--- config.mk ---
export PLATFORM = sky130hd
export DESIGN_NAME = life_generation_step
export DESIGN_NICKNAME = d
export VERILOG_FILES = /design/src/rtl/core/lgs_pkg.sv /design/src/rtl/core/lgs_cell.sv /design/src/rtl/core/lgs_seq.sv /design/src/rtl/core/life_generation_step.sv
export VERILOG_INCLUDE_DIRS = /design/src /design/src/rtl/core
export SDC_FILE = /design/constraint.sdc
export NUM_CORES = 1
export LEC_CHECK = 0
export BUFFER_PORTS_ARGS = -buffer_cell sky130_fd_sc_hd__buf_2
export CORE_ASPECT_RATIO = 0.8
export CORE_MARGIN = 2
export CORE_UTILIZATION = 50
export CTS_CLUSTER_DIAMETER = 120
export DETAILED_ROUTE_END_ITERATION = 10
export GPL_TIMING_DRIVEN = 0
export PLACE_DENSITY = 0.64
export SLEW_MARGIN = 10
export SYNTH_ARGS = -nofsm -noshare
export SYNTH_HDL_FRONTEND = slang
export SYNTH_SLANG_ARGS = --single-unit
--- constraint.sdc ---
create_clock -name i_clk -period 8.5 [get_ports i_clk]
set_input_delay 1.7 -clock i_clk [delete_from_list [all_inputs] [get_ports i_clk]]
set_output_delay 1.7 -clock i_clk [all_outputs]
set_load 0.01 [all_outputs]
--- src/rtl/core/life_generation_step_assert.svh ---
// ----------------------------------------------------------------------------
// Assertion macros for the life generation step block
// Both macros sample on i_clk and stay quiet while i_rst_n is low.
// ----------------------------------------------------------------------------
`ifndef LIFE_GENERATION_STEP_ASSERT_SVH
`define LIFE_GENERATION_STEP_ASSERT_SVH

// Check that a condition implies a consequence in the same cycle
`define LGS_ASSERT_IMP(label, ante, cons, msg) \
    label: assert property (@(posedge i_clk) disable iff (!i_rst_n) (ante) |-> (cons)) \
        else $error(msg);

// Check that a condition holds in every cycle
`define LGS_ASSERT_ALW(label, cond, msg) \
    label: assert property (@(posedge i_clk) disable iff (!i_rst_n) (cond)) \
        else $error(msg);

`endif

--- src/rtl/core/lgs_pkg.sv ---
// ----------------------------------------------------------------------------
// lgs_pkg
// Shared types, constants and the B3/S23 rule for the life generation step.
// ----------------------------------------------------------------------------
`timescale 1ns / 1ps
`default_nettype none

package lgs_pkg;

    // Default number of cells in the chain
    localparam int LGS_MAX_WIDTH = 32;

    // Fixed field widths
    localparam int LGS_ROW_W     = 8;
    localparam int LGS_OUT_COL_W = 5;
    localparam int LGS_GW_W      = 6;
    localparam int LGS_GH_W      = 8;
    localparam int LGS_CFG_W     = 8;
    localparam int LGS_CFG_IDX_W = 1;

    // Configuration register indexes
    typedef enum logic [LGS_CFG_IDX_W-1:0] {
        CFG_GRID_WIDTH  = 1'b0,
        CFG_GRID_HEIGHT = 1'b1
    } t_cfg_idx;

    // Next-generation cell codes
    typedef enum logic [1:0] {
        ST_DEAD     = 2'd0,
        ST_SURVIVED = 2'd1,
        ST_NEWBORN  = 2'd2
    } t_cell_state;

    // What one cell shows its neighbors
    typedef struct packed {
        logic        a;
        logic        m;
        logic        tok;
        t_cell_state drain;
    } t_link;

    // Controls broadcast to every cell
    typedef struct packed {
        logic wr;
        logic row_end;
        logic alive;
        logic load;
        logic shift;
    } t_cell_ctl;

    // Results owed for one accepted item
    typedef struct packed {
        logic                 held;
        logic                 norm;
        logic                 tail;
        logic                 drain;
        t_cell_state          norm_state;
        t_cell_state          tail_state;
        logic [LGS_ROW_W-1:0] row;
    } t_job;

    // Status of the result sequencer
    typedef struct packed {
        logic job_busy;
        logic job_done;
        logic drain_busy;
        logic held_valid;
        logic load;
        logic shift;
    } t_seq_stat;

    // Judge a 3x3 window: bit 3*row+col, row 0 on top, centre at bit 4
    function automatic t_cell_state lgs_judge(input logic [8:0] win);
        logic [3:0]  count;
        t_cell_state st;
        count = '0;
        for (int i = 0; i < 9; i++) begin
            if (i != 4) begin
                count = count + 4'(win[i]);
            end
        end
        if (!win[4] && count == 4'd3) begin
            st = ST_NEWBORN;
        end else if (win[4] && (count == 4'd2 || count == 4'd3)) begin
            st = ST_SURVIVED;
        end else begin
            st = ST_DEAD;
        end
        return st;
    endfunction

endpackage

`default_nettype wire

--- src/rtl/core/lgs_cell.sv ---
// ----------------------------------------------------------------------------
// lgs_cell
// One column of the line stores: holds the two rows above the input, passes
// the column token along, judges its column of the last row and shifts the
// judged states toward the head of the chain.
// ----------------------------------------------------------------------------
`timescale 1ns / 1ps
`default_nettype none

module lgs_cell
    import lgs_pkg::*;
#(
    parameter bit HEAD = 1'b0
) (
    input  wire logic      i_clk,
    input  wire logic      i_rst_n,
    input  wire t_cell_ctl i_ctl,
    input  wire t_link     i_left,
    input  wire t_link     i_right,
    input  wire logic      i_right_use,
    output t_link          o_link,
    output logic [1:0]     o_hit
);

    logic        r_tok;
    logic        r_above;
    logic        r_middle;
    t_cell_state r_drain;
    logic [8:0]  win;

    // Advance the column token, reload at row end
    always_ff @(posedge i_clk) begin
        if (!i_rst_n) begin
            r_tok <= HEAD;
        end else if (i_ctl.wr) begin
            r_tok <= i_ctl.row_end ? HEAD : i_left.tok;
        end
    end

    // Shift this column's rows down by one when the token is here
    always_ff @(posedge i_clk) begin
        if (i_ctl.wr && r_tok) begin
            r_above  <= r_middle;
            r_middle <= i_ctl.alive;
        end
    end

    // Build the last-row window, clip at the right grid edge
    assign win = {3'b000,
                  i_right.m & i_right_use, r_middle, i_left.m,
                  i_right.a & i_right_use, r_above,  i_left.a};

    // Load judged states, then hand them toward the head
    always_ff @(posedge i_clk) begin
        if (i_ctl.load) begin
            r_drain <= lgs_judge(win);
        end else if (i_ctl.shift) begin
            r_drain <= i_right.drain;
        end
    end

    assign o_link.a     = r_above;
    assign o_link.m     = r_middle;
    assign o_link.tok   = r_tok;
    assign o_link.drain = r_drain;
    assign o_hit        = {r_tok & r_above, r_tok & r_middle};

endmodule

`default_nettype wire

--- src/rtl/core/lgs_seq.sv ---
// ----------------------------------------------------------------------------
// lgs_seq
// Result sequencer: holds the results owed for one item, sends them one per
// cycle unless stalled, through the output register, including the last-row drain.
// ----------------------------------------------------------------------------
`timescale 1ns / 1ps
`default_nettype none

module lgs_seq
    import lgs_pkg::*;
#(
    parameter int MAX_WIDTH = LGS_MAX_WIDTH,
    localparam int CW = $clog2(MAX_WIDTH),
    localparam int WW = $clog2(MAX_WIDTH + 1)
) (
    input  wire logic                     i_clk,
    input  wire logic                     i_rst_n,
    input  wire logic                     i_new,
    input  wire t_job                     i_job,
    input  wire logic [CW-1:0]            i_job_col,
    input  wire logic [WW-1:0]            i_w_use,
    input  wire t_cell_state              i_drain_state,
    input  wire logic                     i_out_stall,
    output logic                          o_out_valid,
    output logic [1:0]                    o_cell_state,
    output logic [LGS_ROW_W-1:0]          o_out_row,
    output logic [LGS_OUT_COL_W-1:0]      o_out_column,
    output logic                          o_run_last,
    output logic                          o_generation_end,
    output t_seq_stat                     o_stat
);

    `include "life_generation_step_assert.svh"

    logic                     r_job_valid;
    t_job                     r_job;
    logic [CW-1:0]            r_col;
    logic [CW-1:0]            r_dcol;
    logic                     r_held_valid;
    t_cell_state              r_held_state;
    logic [LGS_ROW_W-1:0]     r_held_row;
    logic [CW-1:0]            r_held_col;
    logic                     r_out_valid;
    t_cell_state              r_out_state;
    logic [LGS_ROW_W-1:0]     r_out_row;
    logic [LGS_OUT_COL_W-1:0] r_out_col;
    logic                     r_out_last;
    logic                     r_out_gend;

    logic                     can_emit;
    logic                     drain_phase;
    logic                     held_case;
    logic [CW-1:0]            w_m1;
    logic [CW-1:0]            w_m2;
    logic                     capture;
    logic                     emit;
    logic                     job_done;
    logic                     load;
    logic                     shift;
    t_cell_state              cur_state;
    logic [LGS_ROW_W-1:0]     cur_row;
    logic [CW-1:0]            cur_col;
    logic                     cur_last;
    logic                     cur_gend;

    // Decode the current phase of the job
    assign can_emit    = !r_out_valid || !i_out_stall;
    assign drain_phase = r_job.drain && !r_job.held && !r_job.norm && !r_job.tail;
    assign held_case   = (i_w_use == WW'(MAX_WIDTH));
    assign w_m1        = CW'(i_w_use - WW'(1));
    assign w_m2        = CW'(i_w_use - WW'(2));
    assign capture     = r_job_valid && drain_phase && held_case && (r_dcol == w_m1);
    assign emit        = r_job_valid && can_emit && !capture;
    assign load        = r_job_valid && r_job.drain && !drain_phase;
    assign shift       = emit && drain_phase;

    // Pick the result to send this cycle
    always_comb begin
        if (r_job.held) begin
            cur_state = r_held_state;
            cur_row   = r_held_row;
            cur_col   = r_held_col;
            cur_gend  = 1'b1;
            cur_last  = !(r_job.norm || r_job.tail || r_job.drain);
        end else if (r_job.norm) begin
            cur_state = r_job.norm_state;
            cur_row   = r_job.row - LGS_ROW_W'(1);
            cur_col   = r_col - CW'(1);
            cur_gend  = 1'b0;
            cur_last  = !(r_job.tail || r_job.drain);
        end else if (r_job.tail) begin
            cur_state = r_job.tail_state;
            cur_row   = r_job.row - LGS_ROW_W'(1);
            cur_col   = r_col;
            cur_gend  = 1'b0;
            cur_last  = !r_job.drain;
        end else begin
            cur_state = i_drain_state;
            cur_row   = r_job.row;
            cur_col   = r_dcol;
            cur_gend  = (r_dcol == w_m1);
            cur_last  = held_case ? (r_dcol == w_m2) : (r_dcol == w_m1);
        end
    end

    // In the widest grid the job ends only once the final cell is kept
    assign job_done = r_job_valid
                    && ((emit && cur_last && !(drain_phase && held_case)) || capture);

    // Advance the job, the drain column and the held cell
    always_ff @(posedge i_clk) begin
        if (!i_rst_n) begin
            r_job_valid  <= 1'b0;
            r_job        <= '0;
            r_col        <= '0;
            r_dcol       <= '0;
            r_held_valid <= 1'b0;
        end else begin
            if (i_new) begin
                r_job_valid <= 1'b1;
                r_job       <= i_job;
                r_col       <= i_job_col;
            end else begin
                if (job_done) begin
                    r_job_valid <= 1'b0;
                end
                if (emit) begin
                    if (r_job.held) begin
                        r_job.held <= 1'b0;
                    end else if (r_job.norm) begin
                        r_job.norm <= 1'b0;
                    end else if (r_job.tail) begin
                        r_job.tail <= 1'b0;
                    end else if (r_dcol == w_m1) begin
                        r_job.drain <= 1'b0;
                    end
                end else if (capture) begin
                    r_job.drain <= 1'b0;
                end
            end
            if (load) begin
                r_dcol <= '0;
            end else if (shift) begin
                r_dcol <= r_dcol + CW'(1);
            end
            if (i_new && i_job.held) begin
                r_held_valid <= 1'b0;
            end else if (capture) begin
                r_held_valid <= 1'b1;
            end
        end
    end

    // Keep the generation's final cell when it does not fit
    always_ff @(posedge i_clk) begin
        if (capture) begin
            r_held_state <= i_drain_state;
            r_held_row   <= r_job.row;
            r_held_col   <= r_dcol;
        end
    end

    // Hold the output item until taken
    always_ff @(posedge i_clk) begin
        if (!i_rst_n) begin
            r_out_valid <= 1'b0;
        end else if (emit) begin
            r_out_valid <= 1'b1;
        end else if (!i_out_stall) begin
            r_out_valid <= 1'b0;
        end
    end

    always_ff @(posedge i_clk) begin
        if (emit) begin
            r_out_state <= cur_state;
            r_out_row   <= cur_row;
            r_out_col   <= LGS_OUT_COL_W'(cur_col);
            r_out_last  <= cur_last;
            r_out_gend  <= cur_gend;
        end
    end

    assign o_out_valid      = r_out_valid;
    assign o_cell_state     = r_out_state;
    assign o_out_row        = r_out_row;
    assign o_out_column     = r_out_col;
    assign o_run_last       = r_out_last;
    assign o_generation_end = r_out_gend;

    assign o_stat.job_busy   = r_job_valid;
    assign o_stat.job_done   = job_done;
    assign o_stat.drain_busy = r_job_valid && r_job.drain;
    assign o_stat.held_valid = r_held_valid;
    assign o_stat.load       = load;
    assign o_stat.shift      = shift;

    // A live job always owes at least one result
    `LGS_ASSERT_IMP(a_job_owes, r_job_valid,
        (r_job.held || r_job.norm || r_job.tail || r_job.drain), "empty job")
    // A new job arrives only when the slot frees up
    `LGS_ASSERT_IMP(a_new_free, i_new, (!r_job_valid || job_done), "job overrun")
    // The drain column stays inside the grid
    `LGS_ASSERT_IMP(a_dcol_range, (r_job_valid && drain_phase), (r_dcol <= w_m1),
        "drain column past grid")

endmodule

`default_nettype wire

--- src/rtl/core/life_generation_step.sv ---
// ----------------------------------------------------------------------------
// life_generation_step: one B3/S23 Game of Life generation over a raster cell stream
// Results: an item's results wait as a job, then leave through the output register.
// Rate: one item per cycle while the job slot frees up; after a generation's last item
//   the input stalls while the last row drains from the chain.
// Reset (sync, low): clears counters, window, token and pending results; registers
//   return to 10 x 10, stores keep data.
// ----------------------------------------------------------------------------
`timescale 1ns / 1ps
`default_nettype none

module life_generation_step
    import lgs_pkg::*;
#(
    parameter int MAX_WIDTH = LGS_MAX_WIDTH
) (
    input  wire logic                     i_clk,
    input  wire logic                     i_rst_n,
    input  wire logic                     i_cfg_wr,
    input  wire logic [LGS_CFG_IDX_W-1:0] i_cfg_idx,
    input  wire logic [LGS_CFG_W-1:0]     i_cfg_data,
    input  wire logic                     i_in_valid,
    output logic                          o_in_stall,
    input  wire logic                     i_cell_alive,
    output logic                          o_out_valid,
    input  wire logic                     i_out_stall,
    output logic [1:0]                    o_cell_state,
    output logic [LGS_ROW_W-1:0]          o_out_row,
    output logic [LGS_OUT_COL_W-1:0]      o_out_column,
    output logic                          o_run_last,
    output logic                          o_generation_end
);

    `include "life_generation_step_assert.svh"

    localparam int CW = $clog2(MAX_WIDTH);
    localparam int WW = $clog2(MAX_WIDTH + 1);
    localparam logic [8:0] KEEP_OLD_COLS = 9'h0DB;

    logic [LGS_GW_W-1:0]  r_grid_width;
    logic [LGS_GH_W-1:0]  r_grid_height;
    logic [LGS_ROW_W-1:0] r_row;
    logic [CW-1:0]        r_col;
    logic [8:0]           r_win;

    logic [WW-1:0]        w_use;
    logic [LGS_GH_W-1:0]  h_use;
    logic [WW-1:0]        col_inc;
    logic [LGS_ROW_W:0]   row_inc;
    logic                 row_end;
    logic                 last;
    logic                 accept;
    logic                 above_bit;
    logic                 middle_bit;
    logic [8:0]           win_base;
    logic [8:0]           win_new;
    logic                 has_norm;
    logic                 has_tail;
    logic                 needs_job;
    t_job                 job;
    t_seq_stat            stat;
    t_cell_ctl            ctl;

    t_link                links    [MAX_WIDTH];
    t_link                left_in  [MAX_WIDTH];
    t_link                right_in [MAX_WIDTH];
    logic [1:0]           hits     [MAX_WIDTH];
    logic [MAX_WIDTH-1:0] right_use;
    logic [MAX_WIDTH-1:0] tok_vec;
    logic [MAX_WIDTH-1:0] hit_a;
    logic [MAX_WIDTH-1:0] hit_m;

    // Write configuration registers
    always_ff @(posedge i_clk) begin
        if (!i_rst_n) begin
            r_grid_width  <= LGS_GW_W'(10);
            r_grid_height <= LGS_GH_W'(10);
        end else if (i_cfg_wr) begin
            unique case (t_cfg_idx'(i_cfg_idx))
                CFG_GRID_WIDTH: begin
                    r_grid_width <= i_cfg_data[LGS_GW_W-1:0];
                end
                CFG_GRID_HEIGHT: begin
                    r_grid_height <= i_cfg_data[LGS_GH_W-1:0];
                end
            endcase
        end
    end

    // Clamp the grid size to the range in use
    always_comb begin
        if (r_grid_width < LGS_GW_W'(3)) begin
            w_use = WW'(3);
        end else if ({1'b0, r_grid_width} > (LGS_GW_W + 1)'(MAX_WIDTH)) begin
            w_use = WW'(MAX_WIDTH);
        end else begin
            w_use = WW'(r_grid_width);
        end
    end

    assign h_use = (r_grid_height < LGS_GH_W'(3)) ? LGS_GH_W'(3) : r_grid_height;

    // Find row and generation ends
    assign col_inc = WW'(r_col) + WW'(1);
    assign row_inc = {1'b0, r_row} + (LGS_ROW_W + 1)'(1);
    assign row_end = (col_inc >= w_use);
    assign last    = row_end && (row_inc >= {1'b0, h_use});

    // Read this column from the chain, rows above the grid are dead
    assign above_bit  = (|hit_a) && (r_row >= LGS_ROW_W'(2));
    assign middle_bit = (|hit_m) && (r_row != '0);

    // Slide the 3x3 window by one column
    assign win_base = (r_col == '0) ? '0 : r_win;
    assign win_new  = ((win_base >> 1) & KEEP_OLD_COLS)
                    | (9'(above_bit) << 2)
                    | (9'(middle_bit) << 5)
                    | (9'(i_cell_alive) << 8);

    // Work out which results this item owes
    assign has_norm  = (r_row != '0) && (r_col != '0);
    assign has_tail  = (r_row != '0) && row_end;
    assign needs_job = stat.held_valid || has_norm || has_tail || last;

    // Stall while the last row drains or the job slot stays full
    assign o_in_stall = stat.drain_busy || (needs_job && stat.job_busy && !stat.job_done);
    assign accept     = i_in_valid && !o_in_stall;

    assign job.held       = stat.held_valid;
    assign job.norm       = has_norm;
    assign job.tail       = has_tail;
    assign job.drain      = last;
    assign job.norm_state = lgs_judge(win_new);
    assign job.tail_state = lgs_judge((win_new >> 1) & KEEP_OLD_COLS);
    assign job.row        = r_row;

    // Advance the raster counters and the window
    always_ff @(posedge i_clk) begin
        if (!i_rst_n) begin
            r_row <= '0;
            r_col <= '0;
            r_win <= '0;
        end else if (accept) begin
            r_win <= win_new;
            if (row_end) begin
                r_col <= '0;
                r_row <= last ? '0 : row_inc[LGS_ROW_W-1:0];
            end else begin
                r_col <= CW'(col_inc);
            end
        end
    end

    assign ctl.wr      = accept;
    assign ctl.row_end = row_end;
    assign ctl.alive   = i_cell_alive;
    assign ctl.load    = stat.load;
    assign ctl.shift   = stat.shift;

    // Chain of column cells
    for (genvar g = 0; g < MAX_WIDTH; g++) begin : g_cell
        if (g == 0) begin : g_left_edge
            assign left_in[g] = '0;
        end else begin : g_left_nbr
            assign left_in[g] = links[g-1];
        end
        if (g == MAX_WIDTH - 1) begin : g_right_edge
            assign right_in[g] = '0;
        end else begin : g_right_nbr
            assign right_in[g] = links[g+1];
        end
        assign right_use[g] = (WW'(g + 1) < w_use);

        lgs_cell #(
            .HEAD (1'(g == 0))
        ) u_cell (
            .i_clk       (i_clk),
            .i_rst_n     (i_rst_n),
            .i_ctl       (ctl),
            .i_left      (left_in[g]),
            .i_right     (right_in[g]),
            .i_right_use (right_use[g]),
            .o_link      (links[g]),
            .o_hit       (hits[g])
        );

        assign tok_vec[g] = links[g].tok;
        assign hit_a[g]   = hits[g][1];
        assign hit_m[g]   = hits[g][0];
    end

    lgs_seq #(
        .MAX_WIDTH (MAX_WIDTH)
    ) u_seq (
        .i_clk            (i_clk),
        .i_rst_n          (i_rst_n),
        .i_new            (accept && needs_job),
        .i_job            (job),
        .i_job_col        (r_col),
        .i_w_use          (w_use),
        .i_drain_state    (links[0].drain),
        .i_out_stall      (i_out_stall),
        .o_out_valid      (o_out_valid),
        .o_cell_state     (o_cell_state),
        .o_out_row        (o_out_row),
        .o_out_column     (o_out_column),
        .o_run_last       (o_run_last),
        .o_generation_end (o_generation_end),
        .o_stat           (stat)
    );

    // Exactly one cell holds the column token
    `LGS_ASSERT_ALW(a_tok_onehot, $onehot(tok_vec), "column token not one-hot")
    // The token sits at the column counter
    `LGS_ASSERT_ALW(a_tok_at_col, tok_vec[r_col], "column token off the counter")

endmodule

`default_nettype wire

# Word-level counts from Yosys, hierarchy flattened
# Cells that the tools add are included.
# totals
regBits	257
out_inout_bits	19
elab_cells	1128
# op_classes
n_addsub	143
magnitude_cmp	37
eq_ne	78
mux	354
bitwise_logic	131
reduce_logical	232
# ops
cell	count
two-way mux 4 bit	158
adder 4 x 1 -> 4 bit	130
== test 4 x 2 -> 1 bit (second input constant)	68
two-way mux 2 bit	102
bitwise AND 1 bit	126
logical AND 1 bit	125
< comparator 5 x 6 -> 1 bit (first input constant)	16
two-way mux 1 bit	80
OR reduction 32 bit	2
< comparator 4 x 6 -> 1 bit (first input constant)	8
zero test 1 bit	47
logical OR 1 bit	43
two-way mux 8 bit	5
< comparator 3 x 6 -> 1 bit (first input constant)	4
two-way mux 5 bit	4
< comparator 2 x 6 -> 1 bit (first input constant)	2
two-way mux 6 bit	2
!= test 3 x 2 -> 1 bit (second input constant)	4
== test 5 bit	2
subtractor 5 x 1 -> 5 bit (second input constant)	2
adder 8 x 1 -> 9 bit (second input constant)	1
>= comparator 9 x 8 -> 1 bit	1
two-way mux 9 bit	1
OR 8 x 9 -> 9 bit	1
other kinds (28)	41

# Depth between registers and ports, before layout
# logic_depth
word_depth	21
mapped_depth	19
ltp_nobuf	17

# By module
# Synthesis repeated with hierarchy kept, for this count alone.
# unflattened
cells_unflattened	1850
hier_area_um2	18610.3
# modules_own_cells
module	instances	cells_each	area_each_um2
lgs_cell at g_cell[10].u_cell ...	31	37	401.6
lgs_seq	1	291	3011.6
life_generation_step	1	376	2750.1
lgs_cell at g_cell[0].u_cell	1	36	397.9

# Worst setup path after synthesis
# Ideal clock, no wire load.
# synth_path
path_kind	reg2reg
from	register r_grid_width[5]
to	register g_cell[0].u_cell.r_drain[0], enable pin
setup_time_ps	574
t_arrival_ps	6874
required_ps	7926
setup_slack_ps	1051
stages_incl_launch_ff	11
path_buffers	1
cell_sequence	dfxtp_1 buf_6 nor4_2 or2_2 inv_1 ha_1 and4_1 or4_1 o211ai_1 nor4b_2 o21ai_0
# synth_via
elab_chain_len	10
word_cells_on_any_way	13
classes_between	1 x add/sub; 2 x order compare; 2 x eq/ne; 2 x mux; 6 x reduce/logical
# synth_lines
item	line_no	rtl
start: declaration	life_generation_step.sv:40	logic [LGS_GW_W-1:0] r_grid_width;
start signal: assignment	life_generation_step.sv:81	r_grid_width <= i_cfg_data[LGS_GW_W-1:0];
greater-than comparator 6 bit	life_generation_step.sv:94	end else if ({1'b0, r_grid_width} > (LGS_GW_W + 1)'(MAX_WIDTH)) begin
two-way mux 6 bit	life_generation_step.sv:94	
two-way mux 6 bit *	life_generation_step.sv:92	if (r_grid_width < LGS_GW_W'(3)) begin
subtractor 5 x 1 -> 5 bit or == test 6 bit (tied branches)	lgs_seq.sv:70, lgs_seq.sv:69	
== test 5 bit or logical AND 1 bit (tied branches)	lgs_seq.sv:72	assign capture = r_job_valid && drain_phase && held_case && (r_dcol == w_m1);
logical AND 1 bit *	lgs_seq.sv:72	
net u_seq.capture	lgs_seq.sv:55	logic capture;
zero test 1 bit *	lgs_seq.sv:73	assign emit = r_job_valid && can_emit && !capture;
logical AND 1 bit *	lgs_seq.sv:73	
logical AND 1 bit *	lgs_seq.sv:75	assign shift = emit && drain_phase;
nonzero test 2 bit (no source line) *	n/a	
end signal: assignment	lgs_cell.sv:56	r_drain <= lgs_judge(win);
end signal: assignment	lgs_cell.sv:58	r_drain <= i_right.drain;
end: declaration	lgs_cell.sv:28	t_cell_state r_drain;
# The timed path passes the listed nets; every way through them passes the cells marked *.
# A chain may end at the register's enable or synchronous reset.

# Final worst setup path
# layout_path
from	register r_row[1]
to	output port o_in_stall
# layout_via
elab_chain_len	8
word_cells_on_any_way	12
classes_between	1 x add/sub; 1 x order compare; 10 x reduce/logical
# layout_lines
item	line_no	rtl
start: declaration	life_generation_step.sv:42	logic [LGS_ROW_W-1:0] r_row;
start signal: assignment	life_generation_step.sv:147	r_row <= last ? '0 : row_inc[LGS_ROW_W-1:0];
parallel branches: the longest is 4 deep, another holds adder 8 x 1 -> 9 bit	n/a	
logical OR 1 bit *	life_generation_step.sv:123	assign needs_job = stat.held_valid || has_norm || has_tail || last;
logical AND 1 bit * (2 in a row)	life_generation_step.sv:126	assign o_in_stall = stat.drain_busy || (needs_job && stat.job_busy && !stat.job_done);
logical OR 1 bit *	life_generation_step.sv:126	
end: declaration	life_generation_step.sv:23	output logic o_in_stall,
# Mark *: on every way between the ends.

==> impl_metrics.ini <==
[detailed_routing]
wl_per_cell_um = 21.1
vias = 12500
final_antenna_net_count = 0
avgViaCountPerCell = 5.93
dr.pass1.iters = 7
wl_um = 44600
drt_iter0_drc = 1087
drc = 0

[sta]
fin_crit_ns = 5.59
finalCritPeriodShare_pct = 65.7
rsz0062_at_grt = no
clock_skew_ns = 0.0152
max_slew_margin_pct = 13.9
hold_ws_ns = 0.440
slew_violations = 0
setup-violations-final = 0
fmax_ghz = 0.179
worst_slack_ns = 2.91
worst_slew_pin_slew_ns = 1.29
hold_viol_final = 0

[global_route]
grt_max_degree = 35
grt_util_all_layers_pct = 25.8
grt_first_pass_wirelength_um = 70300
grt_overflow = 0
grt_pass1_vias = 12200
antenna_found_initial = 1

[logic_synthesis]
synth_xor_area_share_pct = 4.35
yosysTopAreaCellShare_pct = 28.5
synth_cell_types = 75
syn_nets = 1887
ys_seq_area_share_pct = 39.7
syn-cell-area_um2 = 16900
synth.area.mux_share_pct = 1.70
synthSimpleGateAreaFrac_pct = 15.1
yosys-top-cells-area = edfxtp_1 (29%), ha_1 (16%), dfxtp_1 (11%)
synthArstFlopShare_pct = 0
synth_edf_count = 160
synthCells = 1589
avgSynthCellArea_um2 = 10.6
synth_top_cell_by_area = edfxtp_1
synth_ff_type = edfxtp_1
ys_warn_count = 0
synth_adder_area_share_pct = 24.0
synth_top_family_by_area = adder cells
ys_ff_latch = 254
synth_compound_area_share_pct = 11.9

[setup_path]
cpPeakStageDelay_ns = 0.49
crit_family = compound AO/OA/AOI/OAI gates
crit_type = reg -> out
slowest_stage = dfxtp_1
crit_path_end_kind = output port
critPathRequiredTime_ns = 6.80
cp_max_fo = 7
setup.worst_path.start_class = flip-flop
cp_cell_sequence = ha_1 -> nand3_1 -> xnor2_1 -> ha_1 -> a21o_1 -> a2111oi_0 -> o21ai_0 -> a21oi_1 -> o21bai_1 -> a21oi_1 -> nor2_1 -> buf_2
cp.arrival_ns = 3.89
critPathBufInv = 1

[cells_and_area]
final_cells = 2111
nets = 1953
final_core_util_pct = 55.9
final_cell_mix = ha_1 (215), edfxtp_1 (160), nand2_1 (156)
syn2layout_area_growth_pct = 10.8
n_fill_cell = 2891
drive_gt1_share_pct = 8.05
mostFrequentLayoutCell = ha_1
diodes = 0

[run_status]
status = finished clean

[clocking]
ctsHoldBuffers = 0
numCtsBuffers = 28
clk_latency_ns = 0.57
cts_max_path_buffers = 3
clkSinkCount = 254
cts-resized-gates = 0
cts_tree = done
clkSlewWorstSetupHoldPaths_ns = 0.07
cts_root_buf = clkbuf_16
cts-htree-levels = 1
post-cts-setup-buffers = 0

[placement]
dp_hpwl_um = 34200
preCtsSetupSlack_ns = 3.48
dp.cells = 2059
gp_congestion = 0.919
io_buffers = 33

[pwr]
p_leak_nw = 7.51
powerDensity_nw_per_um2 = 155
peakVddDrop_mv = 0.136

[die]
die_area_um2 = 35200
initial_utilization_pct = 50.5
fp.dieW_um = 209
dieHeight_um = 168
core_region_area_um2 = 33400
io_pins = 34
num_rows = 60

[worst_hold_path]
min_path_type = reg -> reg

[flow_run]
maxCapViolCount = 0
[path summary, 6_finish.rpt]
kind,start,cells past startpoint,slack (ns),endpoint
max,r_row[1]$_SDFFE_PN0P_,12,2.91,o_in_stall
min reg2reg,u_seq.r_dcol[2]$_SDFFE_PP0P_,0,0.44,u_seq.r_held_col[2]$_DFFE_PP_
max reg2reg,r_col[0]$_SDFFE_PN0N_,17,3.62,u_seq.r_job[11]$_SDFFE_PN0N_
min,u_seq.r_dcol[2]$_SDFFE_PP0P_,0,0.44,u_seq.r_held_col[2]$_DFFE_PP_
[worst register-to-register path: stages, from the launching register on]
cell	delay, ns
dfxtp_1	0.37
inv_1	0.12
ha_1	0.14
or4b_2	0.57
clkbuf_1	0.29
nand2_1	0.21
inv_1	0.10
fa_1	0.54
inv_1	0.05
fa_1	0.46
fa_1	0.50
inv_1	0.05
ha_1	0.22
fa_1	0.39
o21ai_0	0.15
nand2_1	0.11
or3_1	0.39
a21oi_1	0.15
[final cells by class]
class / count / area (um2) / share of cell area (%)
multi-input cells: 1198 / 9640 / 51.6
flip-flops and latches: 254 / 6690 / 35.8
clock buffers: 39 / 873 / 4.68
well taps: 434 / 543 / 2.91
plain buffers: 71 / 304 / 1.63
inverters: 66 / 248 / 1.33
repair buffers: 36 / 216 / 1.16
clock inverters: 13 / 159 / 0.851
[Yosys cell counts (all sizes together) (3+ instances only)]
library cell,n
nand2b,7
a21oi,87
or2,7
inv,65
or4,5
nor4b,3
xor2,33
a32o,31
nand3,101
o211ai,6
o31ai,4
nor4,4
clkbuf,47
nor2b,23
a22o,38
ha,215
o21ai,41
nor2,92
xnor2,48
nand2,156
a21o,4
fa,68
edfxtp,160
mux2,5
and4,3
a221oi,8
dfxtp,94
nor3,35
nand4,11
or3,8
a31o,4
a22oi,17
buf,24
nor3b,9
a21boi,5
mux2i,23
a31oi,20
and2,50
[registers in the layout (all words and copies together), names as in the netlist, 16 cells and up]
signal                  flops
g_cell.u_cell.r_drain      64
g_cell.u_cell.r_above      32
g_cell.u_cell.r_middle     32
g_cell.u_cell.r_tok        32
u_seq.r_job                16
[routing by layer]
metal	track usage (%)	vias to the layer above	wire length [um]
met5	0	-	0
met4	6.77	0	1180
met3	4.40	62	3280
met2	36.9	395	18200
met1	40.1	6182	22000
li1	-	5878	-
[report_power, final]
group	internal, W	switching, W	total, W
Clock	0.000814	0.000540	0.00135
Sequential	0.00131	0.0000114	0.00132
Combinational	0.0000739	0.000139	0.000213
Total	0.00219	0.000691	0.00288
[stage by stage]
step                area, um2  setup TNS (ns)  power [W]
floorplan               16900               0    0.00148
global placement        17600         -127.88    0.00155
detailed placement      17600               0    0.00155
CTS                     18700               0    0.00289
global route            18700               0    0.00297
finish                  18700               0    0.00288
[cells by family after synthesis]
group / Yosys count
muxes: 28
and+or+nand+nor: 520
AOI/OAI and AO/OA: 285
xor gates and xnor gates: 82
adders and majority gates: 283
DFF: 254
buffers and inverters: 137
Note: power is estimated with default switching activity, not from simulation.
